### src/hdl/smft_pkg.sv
// Shared constants, status codes and the control word type for the sorted
// multiset floor-take block. No dependencies.
`timescale 1ns / 1ps

package smft_pkg;

  localparam int DEPTH   = 256;
  localparam int VAL_W   = 32;
  localparam int CNT_W   = $clog2(DEPTH + 1);
  localparam int GROUP   = 16;
  localparam int NGROUPS = (DEPTH + GROUP - 1) / GROUP;

  localparam logic [1:0] ST_INSERTED = 2'd0;
  localparam logic [1:0] ST_TAKEN    = 2'd1;
  localparam logic [1:0] ST_NONE     = 2'd2;
  localparam logic [1:0] ST_FULL     = 2'd3;

  localparam logic KIND_INSERT = 1'b0;
  localparam logic KIND_TAKE   = 1'b1;

  // Broadcast control word seen by every cell of the chain.
  typedef struct packed {
    logic             cmp;
    logic             ins;
    logic             take;
    logic [VAL_W-1:0] key;
  } smft_ctl_t;

endpackage

### src/hdl/smft_cell.sv
// One cell of the sorted chain: holds one entry and its compare flag.
// Depends on smft_pkg.
`timescale 1ns / 1ps

module smft_cell import smft_pkg::*; (
  input  logic             clk,
  input  logic             rst,
  input  smft_ctl_t        ctl,
  input  logic             occ,
  input  logic             left_le,
  input  logic [VAL_W-1:0] left_value,
  input  logic             right_le,
  input  logic [VAL_W-1:0] right_value,
  output logic             le,
  output logic [VAL_W-1:0] value,
  output logic [VAL_W-1:0] hit_value
);

  always_ff @(posedge clk) begin
    if (rst) begin
      le <= 1'b0;
    end else if (ctl.cmp) begin
      le <= occ && (value <= ctl.key);
    end
  end

  // An insert opens a gap at the first cell above the key; a take closes the
  // gap left by the floor entry by pulling from the right.
  always_ff @(posedge clk) begin
    if (ctl.ins && !le) begin
      value <= left_le ? ctl.key : left_value;
    end else if (ctl.take && !(le && right_le)) begin
      value <= right_value;
    end
  end

  assign hit_value = (ctl.take && le && !right_le) ? value : '0;

endmodule

### config.mk
export PLATFORM = sky130hd
export DESIGN_NAME = smft_cell
export DESIGN_NICKNAME = d
export VERILOG_FILES = /design/src/hdl/smft_pkg.sv /design/src/hdl/smft_cell.sv
export SDC_FILE = /design/constraint.sdc
export NUM_CORES = 1
export LEC_CHECK = 0
export BUFFER_PORTS_ARGS = -buffer_cell sky130_fd_sc_hd__buf_2
export CORE_UTILIZATION = 30
export DETAILED_ROUTE_END_ITERATION = 10
export GPL_ROUTABILITY_DRIVEN = 0
export SYNTH_ARGS = -nofsm -noshare
export SYNTH_HDL_FRONTEND = slang
export SYNTH_SLANG_ARGS = --single-unit
### constraint.sdc
create_clock -name clk -period 5.5 [get_ports clk]
set_input_delay 0 -clock clk [delete_from_list [all_inputs] [get_ports clk]]
set_output_delay 0 -clock clk [all_outputs]
set_load 0.01 [all_outputs]
==> reports/qor.yml, run 1 <==
viasPerCell: 4.58
cp-start-kind: "register"
max_freq_ghz: 0.457
tightest_slew_ns: 1.21
syn_area_per_cell_um2: 9.19
wl_mm: 7.85
hold_viol: 0
clk_latency_ns: 0.28
postRouteAntennaNets: 0
use_met2: 0.309
met3_usage: 0.0288
die_width_um: 97.2
synthFlopType: "edfxtp_1"
synth-simple-area-share: 0.187
cts_max_level: 2
nFillCells: 901
ys_ff_latch: 33
path_class: "register to output pin"
synth.top_cell.area_share: 0.353
die_area_um2: 9450
firstDrtPassIters: 4
hp-class: "input pin to register"
drive_above_1_share: 0.391
grtUsageTotal: 0.165
p_per_area_nw_per_um2: 202
clk_pin_slew_ns: 0.07
clockBufferDepth: 2
fin_skew_ns: 0.00469
dieHeight_um: 97.2
syn_area_um2: 2720
synth_mux_area_frac: 0.118
period_share: 0.398
antenna_found_initial: 0
synthAdderAreaFrac: 0.147
dp_hpwl_mm: 6.17
overflow: 0
syn_nets: 432
period_needed_ns: 2.19
cts_tree: "built"
cts_sinks: 33
cpPeakStageDelay_ns: 0.89
yosysSeqAreaShare: 0.361
core_um2: 8760
slew-limit-headroom: 0.193
synth_top_family_by_area: "simple AND/OR/NAND/NOR gates"
cts_buffers: 5
slew_violations: 0
grt_start_max_net_pins: 65
synthXorXnorAreaFrac: 0
peakVddDrop_mv: 0.0883
crit_chain: "nor3b_2 > buf_4 > and2_1 > buf_2"
synthMostInstantiatedCell: "nand2_1"
io_pins: 169
power.leakage_uw: 0.00208
setup_viol: 0
core.rowCount: 34
required_ns: 5.50
max_cap_violations: 0
synth_largest_area_cell: "edfxtp_1"
cts_root_buffer: "clkbuf_8"
grt_util_met1: 0.188
vias: 2645
timing.setup.tns_ns: 0
outcome: "complete, no violations"
synth-async-reset-ratio: 0
rsz0062_at_grt: "no"
multiInputGateArea_um2: 1580
io_buffers: 168
post_cts.repair.setup_buffers: 0
area_growth_pct: 41.9
post_dp_cell_area_um2: 3670
design_area_um2: 3860
cp.arrival_ns: 2.19
critical-path-slowest-cell: "nor3b_2"
drtIter0Drc: 55
synth_area_leaders: "edfxtp_1 35%, ha_1 15%, mux2i_1 12%, and2_1 7.4%, o21ai_1 5.9%"
register_area_um2: 981
syn_inst: 296
start_util: 0.310
path_max_fanout: 21
synth_warnings: 0
rrSetupSlack_ns: 3.38
fin_nets: 605
grt_first_pass_wirelength_mm: 12.4
synth_cell_types: 37
busiest_layer: "met2"
synth-compound-area-share: 0.121
antenna_cells: 0
drc_errors: 0
synth-edff-count: 32
crit_path_end_kind: "output pin"
grt_pass1_vias: 2610
wl_per_cell_um: 13.6
-- worst max-delay path: cells and delay by family (launching register included) --
family / cells / cell delay [ns]
flops: 1 / 0.42
buf+inv: 2 / 0.44
simple gates: 2 / 1.03
-- metrics by stage --
step,total power (µW),util,hold slack (ns),instances,setup slack [ns]
after floorplan,494,-,0.194,296,3.11
after global placement,604,0.418,0.282,559,3.47
after detailed placement,608,0.418,0.286,559,3.36
after CTS,792,0.440,0.00108,578,3.23
after global routing,837,0.440,0.00785,578,3.06
final,778,0.440,0.00290,578,3.31
-- cells in the final DEF, fill, tap and decap left out, types with 2 or more instances in the layout --
master         count
mux2i_1           32
clkbuf_8           5
clkinv_1           2
o21ai_0            2
buf_2            168
o21ai_1           32
nor4_2             2
a21oi_1           11
edfxtp_1          32
dlygate4sd3_1     11
inv_1             32
nand4_1            4
and2_1            32
nand2_1           41
nor2_1             6
ha_1              32
o211ai_1           3
-- flip-flops by register name (all words and copies together) (netlist names) --
signal,cells
value,32
le,1
-- path summary, 6_finish.rpt --
check | to | from | cells past startpoint
max reg2reg | le$_SDFFE_PP0P_ | value[30]$_DFFE_PP_ | 6
min reg2reg | le$_SDFFE_PP0P_ | le$_SDFFE_PP0P_ | 2
min | value[7]$_DFFE_PP_ | right_value[7] | 3
max | hit_value[1] | le$_SDFFE_PP0P_ | 4
-- what timing repair did --
| action | 4_1_cts | 5_1_grt |
|---|---|---|
| endpoints found under the hold margin | 11 | 0 |
| hold buffers | 11 | 0 |
| gates resized for setup | 0 | 0 |
-- routing by layer --
layer | wire (µm) | vias up
met2 | 4140 | 79
li1 | - | 1383
met5 | 0 | -
met4 | 140 | 0
met1 | 3230 | 1175
met3 | 342 | 8
-- power by group --
part	switching (µW)	internal [µW]
registers	25.5	320
logic	139	120
clock network	88.8	85.2
-- area by class of cell --
class / count / area share
Tap cell: 108 / 0.0350
Clock buffer: 5 / 0.0178
Inverter: 33 / 0.0321
Sequential cell: 33 / 0.254
Clock inverter: 3 / 0.00324
Multi-Input combinational cell: 216 / 0.409
Timing Repair Buffer: 180 / 0.248
-- kinds of logic after synthesis --
| family | count (synthesis) |
|---|---|
| AND/OR/NAND/NOR | 94 |
| AO/OA/AOI/OAI | 58 |
| buffers and inverters | 47 |
| flip-flops | 33 |
| multiplexers | 32 |
| adder cells (fa/ha/maj) | 32 |
(Power assumes the default switching activity.)
==> run 2, diff against run 1 <==
==> constraint.sdc (replaced) <==
create_clock -name clk -period 2.2 [get_ports clk]
set_input_delay 0 -clock clk [delete_from_list [all_inputs] [get_ports clk]]
set_output_delay 0 -clock clk [all_outputs]
set_load 0.01 [all_outputs]
==> run 2 against run 1 <==
Power rose to 2.5 times the previous value. Sequential share of layout area decreased by 0.66 points. Sequential power rose by 150%. Die area unchanged. Global-route usage is 0.52 points higher. Largest cell class unchanged. Highest routed layer unchanged. Critical path depth is 2 higher. Register-to-register slack got worse by 3.3 ns. Clock power rose to 2.6 times the previous value. Combinational power rose to 2.6 times the previous value. Non-clock buffer count is 8 higher. Clock skew hardly changed.
==> reports/qor.yml, run 2 (same netlist as run 1, synthesis figures left out) <==
crit_chain: "ha_1 > nand4_2 > nor4_4 > nand4_1 > or4b_1 > o211ai_1"
p_seq_frac: 0.432  # -0.012
cts_sinks: 33  # unchanged
reg.largest.list: "value (32), le (1)"
start_util: 0.310  # unchanged
hold_viol: 0  # unchanged
p_total_uw: 1980  # +150%
clockBufferDepth: 2  # unchanged
comb_power_share: 0.344  # +0.011
core.rowCount: 34  # unchanged
final_cell_mix: "168 x buf_2, 41 x nand2_1"
area_growth_pct: 45.7
drc_errors: 0  # unchanged
firstDrtPassIters: 4  # unchanged
vias: 2764  # +4.5%
wl_mm: 8.02  # +2.2%
nFillCells: 890  # -1.2%
register_area_um2: 981  # unchanged
dieHeight_um: 97.2  # unchanged
timing.setup.tns_ns: 0  # unchanged
die_width_um: 97.2  # unchanged
p_per_area_nw_per_um2: 500  # +150%
grt_pass1_vias: 2758  # +5.7%
peakVddDrop_mv: 0.250  # +180%
wl_per_cell_um: 13.7  # +0.78%
core_um2: 8760  # unchanged
final_common_cell: "buf_2"
power.leakage_uw: 0.00214  # +2.8%
outcome: "complete, no violations"
largest_register: "value"
largest_register_ffs: 32  # unchanged
rsz0062_at_grt: "no"
fin_nets: 613  # +1.3%
grt_first_pass_wirelength_mm: 13.0  # +4.9%
cp.arrival_ns: 2.29  # +0.10 ns
cp-start-kind: "register"
path_max_fanout: 3  # -86%
hp-class: "input pin to register"
period_share: 0.950
max_freq_ghz: 0.479
slew-limit-headroom: 0.589  # +0.397
setup_viol: 0  # unchanged
period_needed_ns: 2.09
intPower_uw: 1330  # +150%
antenna_found_initial: 0  # unchanged
io_buffers: 168  # unchanged
top_layer_used: "met4"
multiInputGateArea_um2: 1590  # +0.55%
wl_met1_mm: 3.31  # +2.4%
p_clk_frac: 0.225  # about the same
drive_above_1_share: 0.397  # +0.00600
cpPeakStageDelay_ns: 0.53  # -0.36 ns
fin_skew_ns: 0.00498  # +0.000290 ns
grtUsageTotal: 0.170  # +0.00522
required_ns: 2.40  # -3.10 ns
cts_max_level: 2  # unchanged
path_class: "register to register"
critical-path-slowest-cell: "or4b_1"
tightest_slew_ns: 0.616  # -0.595 ns
clk_latency_ns: 0.28  # about the same
routed-wl-met2_mm: 4.31  # +4.0%
dp_hpwl_mm: 6.46  # +4.7%
cts_buffers: 5  # unchanged
slew_violations: 0  # unchanged
antenna_cells: 0  # unchanged
clk_pin_slew_ns: 0.07  # about the same
cts_root_buffer: "clkbuf_8"
cp_top_family: "simple AND/OR/NAND/NOR gates"
switchingPower_uw: 648  # +160%
io_pins: 169  # unchanged
crit_path_end_kind: "register"
met3_wirelength_um: 322  # -5.8%
postRouteAntennaNets: 0  # unchanged
viasPerCell: 4.72  # +3.1%
overflow: 0  # unchanged
die_area_um2: 9450  # unchanged
grt_start_max_net_pins: 65  # unchanged
switching_share: 0.327  # +0.00108
cp_num_buf_inv: 0  # -2
max_cap_violations: 0  # unchanged
cts_tree: "built"
drtIter0Drc: 53  # -3.6%
-- run 2: cell types whose count changed in the layout (fill, tap and decap cells not counted), sizes merged --
| cell | before | now |
|---|---|---|
| clkbuf | 5 | 6 |
| buf | 169 | 174 |
| clkinv | 3 | 2 |
| dlygate4sd3 | 11 | 14 |
-- run 2: cell type report --
class | count | share of cell area
multi-input cells | 216 | 0.401
repair buffers | 188 | 0.265
well taps | 108 | 0.0341
clock inverters | 2 | 0.00253
inverters | 33 | 0.0313
flip-flops and latches | 33 | 0.248
clock buffers | 6 | 0.0183
-- run 2: stage by stage --
step / hold slack [ns] / cells / util / setup slack, ns / cell area (µm²)
4_1_cts: 0.00258 / 586 / 0.451 / 0.112 / 3950
5_1_grt: 0.00780 / 586 / 0.452 / 0.0336 / 3960
2_1_floorplan: 0.194 / 296 / - / 0.210 / 2730
3_3_place_gp: 0.281 / 564 / 0.426 / 0.154 / 3730
3_5_place_dp: 0.284 / 564 / 0.426 / 0.129 / 3730
6_report: 0.00714 / 586 / 0.452 / 0.111 / 3960
-- run 2: power groups by stage --
stage | logic (µW) | clock network [µW] | registers [µW]
floorplan | 329 | 0 | 905
global placement | 658 | 0 | 864
detailed placement | 666 | 0 | 871
CTS | 689 | 467 | 857
global route | 766 | 487 | 871
finish | 681 | 445 | 855
-- run 2: worst register-to-register path, cell delays in order (launching register included) --
cell and delay [ns]:
edfxtp_1 0.41, ha_1 0.33, nand4_2 0.17, nor4_4 0.33
nand4_1 0.15, or4b_1 0.53, o211ai_1 0.09
-- run 2: timing repair --
action | in CTS | in global routing
hold buffers | 14 | 0
setup buffers | 0 | 0
setup endpoints to repair | 0 | 1
resized for setup | 0 | 1
hold endpoints to repair | 14 | 0
-- run 2: path summary, 6_finish.rpt --
| check | to | cells after the start | start | slack [ns] |
|---|---|---|---|---|
| min | value[7]$_DFFE_PP_ | 3 | right_value[7] | 0.007 |
| max reg2reg | le$_SDFFE_PP0P_ | 6 | value[30]$_DFFE_PP_ | 0.11 |
| min reg2reg | le$_SDFFE_PP0P_ | 2 | le$_SDFFE_PP0P_ | 0.59 |
| max | le$_SDFFE_PP0P_ | 6 | value[30]$_DFFE_PP_ | 0.11 |
-- run 2: metal layers --
layer  global-route usage  vias to the layer above
met3               0.0252                        7
met1                0.196                     1277
li1                     -                     1395
met2                0.326                       85
met5                    0                        -
met4               0.0402                        0
